<file path="src/hrhv_pkg.sv">
// ============================================================================
// HTTP request head validator package
// Shared types, character constants and the per-character update functions.
// ============================================================================
package hrhv_pkg;

  localparam int unsigned NUM_METHODS = 9;

  localparam logic [7:0] CHAR_NUL     = 8'h00;
  localparam logic [7:0] CHAR_TAB     = 8'h09;
  localparam logic [7:0] CHAR_LF      = 8'h0A;
  localparam logic [7:0] CHAR_CR      = 8'h0D;
  localparam logic [7:0] CHAR_SPACE   = 8'h20;
  localparam logic [7:0] CHAR_PERCENT = 8'h25;
  localparam logic [7:0] CHAR_SLASH   = 8'h2F;
  localparam logic [7:0] CHAR_COLON   = 8'h3A;
  localparam logic [7:0] CHAR_LOWER_H = 8'h68;

  localparam logic [3:0] METHOD_NONE  = 4'd9;
  localparam logic [3:0] VERSION_LEN  = 4'd8;
  localparam logic [3:0] POSITION_MAX = 4'd15;

  // Method words, first character at index 0, padded with zero bytes.
  localparam logic [7:0] VERB_CHAR [NUM_METHODS][8] = '{
    '{"G", "E", "T", 8'h00, 8'h00, 8'h00, 8'h00, 8'h00},
    '{"P", "O", "S", "T", 8'h00, 8'h00, 8'h00, 8'h00},
    '{"P", "U", "T", 8'h00, 8'h00, 8'h00, 8'h00, 8'h00},
    '{"D", "E", "L", "E", "T", "E", 8'h00, 8'h00},
    '{"H", "E", "A", "D", 8'h00, 8'h00, 8'h00, 8'h00},
    '{"O", "P", "T", "I", "O", "N", "S", 8'h00},
    '{"P", "A", "T", "C", "H", 8'h00, 8'h00, 8'h00},
    '{"T", "R", "A", "C", "E", 8'h00, 8'h00, 8'h00},
    '{"C", "O", "N", "N", "E", "C", "T", 8'h00}
  };
  localparam logic [3:0] VERB_LEN [NUM_METHODS] = '{
    4'd3, 4'd4, 4'd3, 4'd6, 4'd4, 4'd7, 4'd5, 4'd5, 4'd7
  };
  localparam logic [7:0] VERSION_CHAR [8] = '{"H", "T", "T", "P", "/", "1", ".", "1"};
  localparam logic [7:0] HOST_CHAR [4] = '{"h", "o", "s", "t"};

  typedef enum logic [1:0] {
    PH_METHOD  = 2'd0,
    PH_URI     = 2'd1,
    PH_VERSION = 2'd2,
    PH_HEADER  = 2'd3
  } phase_e;

  typedef enum logic [2:0] {
    HOST_LEAD = 3'd0,
    HOST_H    = 3'd1,
    HOST_HO   = 3'd2,
    HOST_HOS  = 3'd3,
    HOST_FULL = 3'd4,
    HOST_FAIL = 3'd5
  } host_e;

  typedef enum logic [1:0] {
    VERDICT_PENDING = 2'd0,
    VERDICT_ACCEPT  = 2'd1,
    VERDICT_BAD     = 2'd2
  } verdict_e;

  typedef struct packed {
    phase_e                 phase;
    logic                   held_cr;
    logic [NUM_METHODS-1:0] cand;
    logic [3:0]             pos;
    logic                   ver_mis;
    logic                   uri_empty;
    logic                   uri_bad;
    logic [1:0]             hex_pend;
    logic                   line_empty;
    logic                   colon_seen;
    host_e                  host_match;
    logic                   host_seen;
    verdict_e               decision;
    logic [3:0]             method;
  } state_t;

  // Result item, verdict in the lowest bits.
  typedef struct packed {
    logic [7:0] header_count;
    logic [3:0] method_code;
    verdict_e   verdict;
  } result_t;

  localparam state_t STATE_RESET = '{
    phase:      PH_METHOD,
    held_cr:    1'b0,
    cand:       {NUM_METHODS{1'b1}},
    pos:        4'd0,
    ver_mis:    1'b0,
    uri_empty:  1'b1,
    uri_bad:    1'b0,
    hex_pend:   2'd0,
    line_empty: 1'b1,
    colon_seen: 1'b0,
    host_match: HOST_LEAD,
    host_seen:  1'b0,
    decision:   VERDICT_PENDING,
    method:     METHOD_NONE
  };

  function automatic logic is_ws(logic [7:0] c);
    return (c == CHAR_SPACE) || ((c >= CHAR_TAB) && (c <= CHAR_CR));
  endfunction

  function automatic logic is_digit(logic [7:0] c);
    return (c >= "0") && (c <= "9");
  endfunction

  function automatic logic is_alpha(logic [7:0] c);
    return ((c >= "a") && (c <= "z")) || ((c >= "A") && (c <= "Z"));
  endfunction

  function automatic logic is_hex(logic [7:0] c);
    return is_digit(c) || ((c >= "a") && (c <= "f")) || ((c >= "A") && (c <= "F"));
  endfunction

  function automatic logic [7:0] to_lower(logic [7:0] c);
    return ((c >= "A") && (c <= "Z")) ? c + 8'd32 : c;
  endfunction

  function automatic logic uri_plain_ok(logic [7:0] c);
    logic ok;
    case (c)
      "-", ".", "_", "~", "/", ":", "@", "!", "$", "&",
      "+", ",", ";", "=", "(", ")", "*", "'": ok = 1'b1;
      default: ok = is_digit(c) || is_alpha(c);
    endcase
    return ok;
  endfunction

  function automatic logic [3:0] bump(logic [3:0] pos);
    return (pos != POSITION_MAX) ? pos + 4'd1 : pos;
  endfunction

  function automatic state_t start_line(state_t s);
    state_t r;
    r            = s;
    r.line_empty = 1'b1;
    r.colon_seen = 1'b0;
    r.host_match = HOST_LEAD;
    return r;
  endfunction

  // Effect of one ordinary character on the parse state.
  function automatic state_t plain_char(state_t s, logic [7:0] c);
    state_t r;
    r = s;
    case (s.phase)
      PH_METHOD: begin
        if (c == CHAR_SPACE) begin
          for (int k = 0; k < NUM_METHODS; k++) begin
            if (s.cand[k] && (VERB_LEN[k] == s.pos)) r.method = 4'(k);
          end
          r.phase = PH_URI;
          r.pos   = 4'd0;
        end else begin
          for (int k = 0; k < NUM_METHODS; k++) begin
            if ((s.pos >= VERB_LEN[k]) || (VERB_CHAR[k][s.pos[2:0]] != c)) r.cand[k] = 1'b0;
          end
          r.pos = bump(s.pos);
        end
      end
      PH_URI: begin
        if (c == CHAR_SPACE) begin
          if (s.hex_pend != 2'd0) r.uri_bad = 1'b1;
          r.phase = PH_VERSION;
          r.pos   = 4'd0;
        end else begin
          if (s.uri_empty) begin
            r.uri_empty = 1'b0;
            if (c != CHAR_SLASH) r.uri_bad = 1'b1;
          end
          if (s.hex_pend != 2'd0) begin
            if (!is_hex(c)) r.uri_bad = 1'b1;
            r.hex_pend = s.hex_pend - 2'd1;
          end else if (c == CHAR_PERCENT) begin
            r.hex_pend = 2'd2;
          end else if (!uri_plain_ok(c)) begin
            r.uri_bad = 1'b1;
          end
        end
      end
      PH_VERSION: begin
        if ((s.pos >= VERSION_LEN) || (VERSION_CHAR[s.pos[2:0]] != c)) r.ver_mis = 1'b1;
        r.pos = bump(s.pos);
      end
      default: begin
        r.line_empty = 1'b0;
        if (!s.colon_seen) begin
          if (c == CHAR_COLON) begin
            r.colon_seen = 1'b1;
          end else begin
            case (s.host_match)
              HOST_LEAD: begin
                if (!is_ws(c)) r.host_match = (to_lower(c) == CHAR_LOWER_H) ? HOST_H : HOST_FAIL;
              end
              HOST_H, HOST_HO, HOST_HOS: begin
                r.host_match = (to_lower(c) == HOST_CHAR[s.host_match[1:0]])
                             ? host_e'(s.host_match + 3'd1) : HOST_FAIL;
              end
              HOST_FULL: begin
                if (!is_ws(c)) r.host_match = HOST_FAIL;
              end
              default: r.host_match = s.host_match;
            endcase
          end
        end
      end
    endcase
    return r;
  endfunction

  // Effect of a CR LF pair on the parse state.
  function automatic state_t close_line(state_t s);
    state_t r;
    r = s;
    if (s.phase != PH_HEADER) begin
      if ((s.phase != PH_VERSION) || (s.method == METHOD_NONE) || s.uri_empty || s.uri_bad ||
          s.ver_mis || (s.pos != VERSION_LEN)) begin
        r.decision = VERDICT_BAD;
      end else begin
        r       = start_line(s);
        r.phase = PH_HEADER;
      end
    end else if (s.line_empty) begin
      r.decision = s.host_seen ? VERDICT_ACCEPT : VERDICT_BAD;
    end else if (!s.colon_seen) begin
      r.decision = VERDICT_BAD;
    end else begin
      r = start_line(s);
      if (s.host_match == HOST_FULL) r.host_seen = 1'b1;
    end
    return r;
  endfunction

  // End of text: a held CR is an ordinary character, then the verdict is settled.
  function automatic state_t finish(state_t s);
    state_t r;
    r = s;
    if (s.held_cr) begin
      r.held_cr = 1'b0;
      r         = plain_char(r, CHAR_CR);
    end
    r.decision = ((r.phase == PH_HEADER) && r.host_seen) ? VERDICT_ACCEPT : VERDICT_BAD;
    return r;
  endfunction

endpackage

</file>
<file path="src/hrhv_step.sv">
// ============================================================================
// HTTP request head validator update logic
// Next parse state, header count and result for one registered input byte.
// ============================================================================
module hrhv_step #(
  parameter int unsigned COUNT_BITS = 8
) (
  input  hrhv_pkg::state_t        state_i,
  input  logic [COUNT_BITS-1:0]   lines_i,
  input  logic [7:0]              text_byte_i,
  input  logic                    final_byte_i,
  output hrhv_pkg::state_t        state_o,
  output logic [COUNT_BITS-1:0]   lines_o,
  output hrhv_pkg::result_t       result_o
);
  import hrhv_pkg::*;

  localparam int unsigned WIDE_BITS = COUNT_BITS + 8;

  always_comb begin
    state_t                s;
    logic                  count_up;
    logic [COUNT_BITS-1:0] lines_new;
    logic [WIDE_BITS-1:0]  lines_wide;

    s        = state_i;
    count_up = 1'b0;

    if (state_i.decision == VERDICT_PENDING) begin
      if (text_byte_i == CHAR_NUL) begin
        s = finish(s);
      end else begin
        if (s.held_cr) begin
          s.held_cr = 1'b0;
          if (text_byte_i == CHAR_LF) begin
            // Only a completed header line with a colon adds to the count.
            count_up = (s.phase == PH_HEADER) && !s.line_empty && s.colon_seen;
            s        = close_line(s);
          end else begin
            s = plain_char(s, CHAR_CR);
            if (text_byte_i == CHAR_CR) s.held_cr = 1'b1;
            else                        s = plain_char(s, text_byte_i);
          end
        end else if (text_byte_i == CHAR_CR) begin
          s.held_cr = 1'b1;
        end else begin
          s = plain_char(s, text_byte_i);
        end
        if (final_byte_i && (s.decision == VERDICT_PENDING)) s = finish(s);
      end
    end

    lines_new = (count_up && (lines_i != {COUNT_BITS{1'b1}})) ? lines_i + COUNT_BITS'(1)
                                                               : lines_i;
    lines_wide = WIDE_BITS'(lines_new);

    result_o.verdict      = s.decision;
    result_o.method_code  = s.method;
    result_o.header_count = (lines_wide > WIDE_BITS'(255)) ? 8'hFF : lines_wide[7:0];

    // The last byte of a request leaves everything as after reset.
    state_o = final_byte_i ? STATE_RESET : s;
    lines_o = final_byte_i ? '0 : lines_new;
  end

endmodule

</file>
<file path="src/http_request_head_validator.sv">
// ============================================================================
// HTTP request head validator
// Checks an HTTP/1.1 request line and header block byte by byte.
// ============================================================================
//
// Channel  Direction  tdata (lowest bit first)                          tlast
// -------  ---------  ------------------------------------------------  ----------
// s_axis   in         [7:0] text_byte                                   final_byte
// m_axis   out        [1:0] verdict, [5:2] method_code,                 unused
//                     [13:6] header_count, [15:14] zero
//
// One byte is taken per cycle while the result side is not stalled, and every
// byte produces exactly one result transfer. A byte is held in the input
// register, then the update logic moves the parse state on and loads the result
// register, which presents the result on m_axis. The parse state feeds back
// through that single update stage, which sets the one-byte-per-cycle rate.
// Reset is asynchronous and active low and leaves the parser at the start of
// a request. While a result waits in the output register, the next byte is
// still taken into the input register; only when both are full does the input
// side stall.
module http_request_head_validator #(
  parameter int unsigned COUNT_BITS = 8
) (
  input  logic        clk_i,
  input  logic        rst_ni,
  input  logic        s_axis_tvalid,
  output logic        s_axis_tready,
  input  logic [7:0]  s_axis_tdata,   // [7:0] text_byte
  input  logic        s_axis_tlast,   // final_byte
  output logic        m_axis_tvalid,
  input  logic        m_axis_tready,
  output logic [15:0] m_axis_tdata    // verdict, method_code, header_count, zero pad
);
  import hrhv_pkg::*;

  // Input register.
  logic       in_valid_q;
  logic [7:0] in_byte_q;
  logic       in_last_q;

  // Parse state.
  state_t                state_q, state_d;
  logic [COUNT_BITS-1:0] lines_q, lines_d;

  // Result register.
  logic    out_valid_q;
  result_t out_data_q;
  result_t result;

  logic out_free;
  logic advance;

  // The result register can take a new item when it is empty or being drained.
  assign out_free      = !out_valid_q || m_axis_tready;
  assign advance       = in_valid_q && out_free;
  assign s_axis_tready = !in_valid_q || out_free;

  hrhv_step #(
    .COUNT_BITS(COUNT_BITS)
  ) u_step (
    .state_i      (state_q),
    .lines_i      (lines_q),
    .text_byte_i  (in_byte_q),
    .final_byte_i (in_last_q),
    .state_o      (state_d),
    .lines_o      (lines_d),
    .result_o     (result)
  );

  // Input stage: loads whenever the byte it holds moves on or it is empty.
  always_ff @(posedge clk_i or negedge rst_ni) begin
    if (!rst_ni) begin
      in_valid_q <= 1'b0;
    end else if (s_axis_tready) begin
      in_valid_q <= s_axis_tvalid;
    end
  end

  always_ff @(posedge clk_i) begin
    if (s_axis_tready && s_axis_tvalid) begin
      in_byte_q <= s_axis_tdata;
      in_last_q <= s_axis_tlast;
    end
  end

  // Parse state advances exactly once for each byte that reaches the result.
  always_ff @(posedge clk_i or negedge rst_ni) begin
    if (!rst_ni) begin
      state_q <= STATE_RESET;
      lines_q <= '0;
    end else if (advance) begin
      state_q <= state_d;
      lines_q <= lines_d;
    end
  end

  always_ff @(posedge clk_i or negedge rst_ni) begin
    if (!rst_ni) begin
      out_valid_q <= 1'b0;
    end else if (advance) begin
      out_valid_q <= 1'b1;
    end else if (m_axis_tready) begin
      out_valid_q <= 1'b0;
    end
  end

  always_ff @(posedge clk_i) begin
    if (advance) begin
      out_data_q <= result;
    end
  end

  assign m_axis_tvalid = out_valid_q;
  assign m_axis_tdata  = {2'b00, out_data_q};

  // A settled verdict holds until the last byte of the request.
  a_verdict_holds : assert property (@(posedge clk_i) disable iff (!rst_ni)
    (advance && !in_last_q && (state_q.decision != VERDICT_PENDING))
      |=> (state_q.decision == $past(state_q.decision)))
    else $error("verdict changed before the end of the request");

  // The last byte of a request returns the parser to its start.
  a_final_restarts : assert property (@(posedge clk_i) disable iff (!rst_ni)
    (advance && in_last_q) |=> ((state_q == STATE_RESET) && (lines_q == '0)))
    else $error("parser not back at the start after the last byte");

  // A waiting byte is neither lost nor overwritten while the result side stalls.
  a_input_held : assert property (@(posedge clk_i) disable iff (!rst_ni)
    (in_valid_q && !out_free) |=> (in_valid_q && $stable(in_byte_q) && $stable(in_last_q)))
    else $error("input register changed during a stall");

  // The method code is only ever a known word or the none marker.
  a_method_range : assert property (@(posedge clk_i) disable iff (!rst_ni)
    out_valid_q |-> (out_data_q.method_code <= METHOD_NONE))
    else $error("method code out of range");

endmodule
</file>
<file path="config.mk">
export PLATFORM = sky130hd
export DESIGN_NAME = http_request_head_validator
export DESIGN_NICKNAME = d
export VERILOG_FILES = /design/src/hrhv_pkg.sv /design/src/hrhv_step.sv /design/src/http_request_head_validator.sv
export SDC_FILE = /design/constraint.sdc
export NUM_CORES = 1
export LEC_CHECK = 0
export BUFFER_PORTS_ARGS = -buffer_cell sky130_fd_sc_hd__buf_2
export CORE_AREA = 2 2 119 121
export DETAILED_ROUTE_END_ITERATION = 10
export DIE_AREA = 0 0 121 123
export GPL_TIMING_DRIVEN = 0
export PLACE_DENSITY_LB_ADDON = 0.08
export SLEW_MARGIN = 20
export SYNTH_ARGS = -nofsm -noshare
export SYNTH_HDL_FRONTEND = slang
export SYNTH_SLANG_ARGS = --single-unit
export TNS_END_PERCENT = 50
</file>
<file path="constraint.sdc">
create_clock -name clk_i -period 4.9 [get_ports clk_i]
set_clock_uncertainty 0.2 [all_clocks]
set_input_delay 0.49 -clock clk_i [delete_from_list [all_inputs] [get_ports clk_i]]
set_output_delay 0.49 -clock clk_i [all_outputs]
set_load 0.05 [all_outputs]
</file>
; After elaboration in Yosys (flattened, before gate mapping)
; Memory sizes are Yosys's and may differ from the RTL's.
; Cells that the tools add are included.
[op_classes]
n_addsub = 11
n_mul = 0
div_mod_pow = 0
magnitude_cmp = 34
eq_ne = 107
shift = 0
muxes = 305
bitwise = 6
n_reduce_logical = 111
[ops]
columns = operator, n
row1 = 8-bit two-way mux, 69
row2 = 33-bit two-way mux, 14
row3 = 4-bit two-way mux, 46
row4 = 8-bit by 4-bit != test with 1-bit output (second input constant), 20
row5 = 8-bit != test, 20
row6 = 8-bit by 6-bit == test with 1-bit output (second input constant), 17
row7 = 30-bit two-way mux, 4
row8 = 1-bit two-way mux, 111
row9 = 9-bit two-way mux, 10
row10 = 3-bit two-way mux, 23
row11 = 1-bit logical OR, 52
row12 = 8-bit binary-select mux with 2-bit select, 3
row13 = 4-bit by 3-bit >= comparator with 1-bit output (second input constant), 12
row14 = 3-bit by 4-bit == test with 1-bit output (first input constant), 8
row15 = 8-bit by 7-bit == test with 1-bit output (second input constant), 4
row16 = 8-bit by 7-bit less-or-equal comparator with 1-bit output (second input constant), 4
row17 = 1-bit logical AND, 32
row18 = 2-bit two-way mux, 15
row19 = 27-bit two-way mux, 1
row20 = 4-bit >= comparator (second input constant), 6
row21 = 4-bit case mux with 3 select lines, 2
row22 = 3-bit by 2-bit == test with 1-bit output (second input constant), 6
row23 = 3-bit case mux with 3 select lines, 2
row24 = 18-bit OR reduction, 1
row25 = 41 further kinds, 92
[totals]
ff_bits = 66
latchBits = 0
ramBits = 0
mem_bits_ro = 1920
output_inout_bits = 18
n_memories = 30
[mem_list]
columns = memory, depth, width, read_ports, rd_ports_with_merged_regs, write_ports, line
row1 = (no name shown), 8, 8, 1, 0, 0, hrhv_pkg.sv:161  ; if ((s.pos >= VERB_LEN[k]) || (VERB_CHAR[k][s.pos[2:0]] != c)) r.cand[k] = 1'b0;
row2 = (no name shown), 8, 8, 1, 0, 0, hrhv_pkg.sv:187  ; if ((s.pos >= VERSION_LEN) || (VERSION_CHAR[s.pos[2:0]] != c)) r.ver_mis = 1'b1;
row3 = (no name shown), 8, 8, 1, 0, 0, hrhv_pkg.sv:161
row4 = (no name shown), 8, 8, 1, 0, 0, hrhv_pkg.sv:161
row5 = (no name shown), 8, 8, 1, 0, 0, hrhv_pkg.sv:161
row6 = (no name shown), 8, 8, 1, 0, 0, hrhv_pkg.sv:161
row7 = 24 more memories, n/a, n/a, n/a, n/a, n/a, n/a

; Logic depth before layout (Yosys ltp)
[depth]
depth_word = 54
ltp_mapped = 18
mapped_depth_nobuf = 16

; Cells and area by module
; From an unflattened synthesis, not the netlist that was laid out.
[unflattened]
cells_unflattened = 847
area_unflattened_um2 = 7040.5
[by_module_without_submodules]
columns = mod, n_inst, cells_each, area_each_um2
row1 = hrhv_step, 1, 726, 4530.6
row2 = http_request_head_validator, 1, 121, 2509.9

; Least setup slack after synthesis
; No wires, ideal clock.
[synth_path]
path_type = register -> register
start = register state_q[19] (netlist name)
end = register state_q[18] (netlist name)
t_arrival_ps = 3857
required_ps = 4574
slack_ps = 717
stages_incl_launch_ff = 17
n_path_buf = 3
synth_period_minus_slack_ps = 4183
cell_sequence = dfrtp_1 -> clkbuf_8 -> clkbuf_1 -> clkbuf_1 -> inv_1 -> ha_1 -> mux2i_1 -> nand2_1 -> clkinv_1 -> o31a_1 -> mux2i_1 -> a21oi_1 -> ha_1 -> inv_1 -> o31ai_4 -> mux2_4 -> a221o_1
[synth_between]
elab_chain_len = 27
[synth_lines]
columns = item, line
row1 = start: declaration, http_request_head_validator.sv:42  ; state_t state_q, state_d;
row2 = start signal: assignment, http_request_head_validator.sv:92  ; state_q <= state_d;
row3 = 4-bit != test / 4-bit by 1-bit adder with 4-bit output (equally long branches), hrhv_pkg.sv:135  ; return (pos != POSITION_MAX) ? pos + 4'd1 : pos;
row4 = 4-bit two-way mux, hrhv_pkg.sv:135
row5 = 4-bit two-way mux, n/a
row6 = 4-bit two-way mux, hrhv_step.sv:35  ; if (text_byte_i == CHAR_LF) begin
row7 = 4-bit two-way mux, hrhv_step.sv:33  ; if (s.held_cr) begin
row8 = 4-bit two-way mux, hrhv_step.sv:30  ; if (text_byte_i == CHAR_NUL) begin
row9 = 4-bit two-way mux, hrhv_step.sv:29  ; if (state_i.decision == VERDICT_PENDING) begin
row10 = 4-bit by 1-bit adder with 4-bit output / 4-bit != test (equally long branches), hrhv_pkg.sv:135
row11 = (+11 left out), n/a
row12 = 30-bit two-way mux, hrhv_pkg.sv:243  ; if (s.held_cr) begin
row13 = 33-bit two-way mux, hrhv_step.sv:49  ; if (final_byte_i && (s.decision == VERDICT_PENDING)) s = finish(s);
row14 = 33-bit two-way mux, hrhv_step.sv:30
row15 = 33-bit two-way mux, hrhv_step.sv:29
row16 = 33-bit two-way mux, hrhv_step.sv:49
row17 = 33-bit two-way mux (*), hrhv_step.sv:30
row18 = 33-bit two-way mux (*), hrhv_step.sv:29
row19 = 33-bit two-way mux (*), hrhv_step.sv:62  ; state_o = final_byte_i ? STATE_RESET : s;
; Every way passes the cells marked *; elsewhere a longest branch is shown, timed or not. The select of a mux whose other input is x is not followed.
; A chain may end at the register's enable or synchronous reset.

; Worst setup path after layout
[layout_path]
start = register state_q[18] (netlist name)
end = register state_q[18] (netlist name)
[layout_between]
elab_chain_len = 27
[layout_lines]
columns = item, line
row1 = 4-bit by 1-bit adder with 4-bit output / 4-bit != test (equally long branches), hrhv_pkg.sv:135
row2 = 4-bit two-way mux, hrhv_pkg.sv:135
row3 = 4-bit two-way mux, n/a
row4 = 4-bit two-way mux, hrhv_step.sv:35
row5 = 4-bit two-way mux, hrhv_step.sv:33
row6 = 4-bit two-way mux, hrhv_step.sv:30
row7 = 4-bit two-way mux, hrhv_step.sv:29
row8 = 4-bit by 1-bit adder with 4-bit output / 4-bit != test (equally long branches), hrhv_pkg.sv:135
row9 = (+11 left out), n/a
row10 = 30-bit two-way mux, hrhv_pkg.sv:243
row11 = 33-bit two-way mux, hrhv_step.sv:49
row12 = 33-bit two-way mux, hrhv_step.sv:30
row13 = 33-bit two-way mux, hrhv_step.sv:29
row14 = 33-bit two-way mux, hrhv_step.sv:49
row15 = 33-bit two-way mux (*), hrhv_step.sv:30
row16 = 33-bit two-way mux (*), hrhv_step.sv:29
row17 = 33-bit two-way mux (*), hrhv_step.sv:62
; Marked as above.

==> results.ini <==
[power_and_ir_drop]
vdd_drop_max_v=0.000179
p_leak_nw=2.88
power-per-cell-area_mw_per_mm2=395

[logic_synthesis]
synth_top_cell_area_share_pct=11.3
synthCells=838
synth-seq-cells=66
yosysWarnings=0
synth_seq_area_share_pct=26.8
synth_top_cell_by_area=dfrtp_1
ys.flop_type=dfrtp_1
post_synth_num_cell_types=100
synth_area_leaders=dfrtp_1, edfxtp_1, o21ai_0, dfstp_2, ha_1
synth_edf_count=23
synth.avg_cell_area_sq_um=7.94
synth-async-reset-ratio_pct=65.2
synthesis.area_sq_mm=0.00665

[finish]
num_antenna_cells=0
multi_input_area_sq_mm=0.00440
area.growth.synth_to_final_pct=10.9
seq_area_sq_mm=0.00178
final_nets=918
stdcell_count=1064
nFillCells=1310
drive_gt1_share_pct=14.0

[critical_path]
worstRegToRegCells=15
worst-path-max-fanout=10
critPathArrivalTime_ps=4630
r2r-end=state_q[18]
rrSetupSlack_ps=310
end_kind=flip-flop
cp_data_required_time_ps=4930
r2r-start=state_q[18]
criticalPathCategory=flip-flop to flip-flop
startpoint_type=flip-flop

[hold_path]
whs_endpoint=in_last_q
min_delay_path_depth=1
min-delay-start=s_axis_tlast
hold_class=input pin to flip-flop

[placed_design]
portBuffers=28
gp_congestion=1.02
dp_hpwl_um=18000
dp.cells=1047

[grt]
grt_overflow_total=0
grt_max_degree=44
grt_pass1_wl_um=37600
antenna_found_initial=0
grt_pass1_vias=6721
grt_usage_pct=32.8

[run]
maxCapViolCount=0

[clocking]
cts_tree=done
clk_pin_slew_ps=70
cts_buffer_depth=2
insertion_delay_ps=350
clock_sinks=66
cts_setup_buffers=0
cts.root.buffer_cell=clkbuf_16
cts_buffers=9
h-tree-depth=3

[route]
routed_wl_um=24300
wl_per_cell_um=22.8
drt_iter0_markers=988
drt_first_pass_iters=6
drtAntennaViolNets=0
vias=7165
via_per_inst=6.73
drc=0

[floorplanning]
coreArea_sq_mm=0.0136
ioPinCount=31
die_h_um=123
initial_utilization_pct=48.9
fp.dieW_um=121
design.die.area_sq_mm=0.0149
row_count=43

[timing]
tns_ps=0
finalHoldViolations=0
tightest_slew_ps=947
maxSlewViolCount=0
rsz0062_at_grt=no
setup_violations=0
slew_headroom_pct=36.6
fin_crit_sh_pct=93.7
fmax_ghz=0.218
period_needed_ps=4590

[run_status]
outcome=finished clean

==> through the flow <==
stage / setup WS [ps] / util (%) / area (sq um) / power (W) / hold WS (ps)
CTS: 132 / 53.9 / 7340 / 0.00285 / 113
global placement: -276 / 51.6 / 7020 / 0.00212 / 274
finish: 307 / 54.2 / 7380 / 0.00291 / 110
detailed placement: -279 / 51.6 / 7020 / 0.00214 / 281
global route: 90.1 / 54.2 / 7380 / 0.00306 / 121
floorplan: 717 / - / 6660 / 0.00175 / -5.59
==> worst max-delay path, cell delays in order (launching register included) <==
cell     delay [ps]
dfrtp_1         540
buf_2           360
inv_1           130
ha_1            460
nand2_1          80
o21ai_0         180
ha_1            350
inv_1           110
o31a_1          350
mux2i_1         150
a21oi_2         280
ha_1            260
inv_1            80
o31ai_4         280
mux2_4          320
a221o_1         340
==> area by class of cell <==
type                       count  share of cell area, %
buffer                        73                   5.38
clock buffer                  11                   3.16
clock inverter                 5                   1.07
inverter                      28                   1.48
multi-input combinational    672                   59.6
sequential                    66                   24.2
tap                          180                   3.05
timing repair buffer          29                   2.07
==> cells in the mapped netlist, types with 6 or more instances <==
cell type,instances
nand2b_1,14
and2_1,8
a21oi_1,63
a22oi_1,6
edfxtp_1,23
nor2_1,66
buf_4,6
o21ai_1,10
dfstp_2,13
inv_1,24
nor2b_1,7
or2_2,6
o31ai_1,9
clkbuf_1,41
clkbuf_8,6
nand2_1,71
a21o_1,6
nor3_1,25
xnor2_1,23
xor2_1,17
nand3b_1,9
o22a_1,6
o21ai_0,79
ha_1,26
o22ai_1,6
buf_1,8
buf_2,9
mux2i_1,11
o21a_1,6
nand4_1,12
a22o_1,8
a31oi_1,19
nor4_1,8
nand3_1,24
dfrtp_1,30
==> cell families after synthesis <==
| group | share of synthesized area (%) |
|---|---|
| xor+xnor | 5.27 |
| buf+inv | 7.39 |
| other cells | 0.0564 |
| simple gates | 23.4 |
| compound gates | 29.8 |
| mux | 2.39 |
| flops | 26.8 |
| fa+ha+maj | 4.89 |
==> report_power, final <==
group	internal, W	switching, W	leakage, nW
clock	0.000445	0.000262	0.153
combinational	0.000498	0.000950	1.97
sequential	0.000670	0.0000879	0.760
total	0.00161	0.00130	2.88
==> state kept, by name, summed over array words and instances (netlist names) <==
signal / flops
m_axis_tdata: 14
in_valid_q: 1
in_last_q: 1
lines_q: 8
state_q: 33
in_byte_q: 8
m_axis_tvalid: 1
==> placed cells by master, fill, tap and decap left out, types with 7 or more instances in the layout <==
| cell | Yosys | final |
|---|---|---|
| nor2_1 | 66 | 66 |
| o21ai_0 | 79 | 79 |
| nand4_1 | 12 | 12 |
| a31oi_1 | 19 | 19 |
| edfxtp_1 | 23 | 23 |
| dfrtp_1 | 30 | 30 |
| mux2i_1 | 11 | 11 |
| nand2_1 | 71 | 71 |
| clkbuf_16 | 0 | 9 |
| and2_1 | 8 | 8 |
| inv_1 | 24 | 24 |
| nand2b_1 | 14 | 14 |
| xnor2_1 | 23 | 23 |
| nand3_1 | 24 | 24 |
| xor2_1 | 17 | 17 |
| dfstp_2 | 13 | 13 |
| nand3b_1 | 9 | 9 |
| o31ai_1 | 9 | 9 |
| nor4_1 | 8 | 8 |
| nor2b_1 | 7 | 7 |
| nor3_1 | 25 | 25 |
| clkbuf_1 | 41 | 38 |
| buf_2 | 9 | 37 |
| ha_1 | 26 | 25 |
| o21ai_1 | 10 | 10 |
| buf_1 | 8 | 7 |
| a22o_1 | 8 | 8 |
| a21oi_1 | 63 | 62 |
| buf_4 | 6 | 7 |
==> layer usage <==
layer	GRT usage (%)	wire length, um
met1	44.9	10400
met2	51.9	10900
met3	4.43	2120
met4	14.2	866
met5	0	0
==> what timing repair did <==
| action | in CTS | in global routing |
|---|---|---|
| pin swaps | 0 | 1 |
| hold endpoints to repair | 0 | 11 |
| hold buffers | 0 | 1 |
| gates resized for setup | 4 | 9 |
| endpoints found under the setup margin | 3 | 2 |
==> worst max path at each step <==
stage	from	cells after the start	end
final	state_q[18]	15	state_q[18]
after global routing	state_q[19]	16	state_q[18]
after CTS	state_q[18]	15	state_q[18]
after detailed placement	state_q[19]	16	state_q[18]
after global placement	state_q[19]	16	state_q[18]
after floorplan	state_q[19]	16	state_q[18]
No activity file was read; power rests on OpenSTA's default activity.
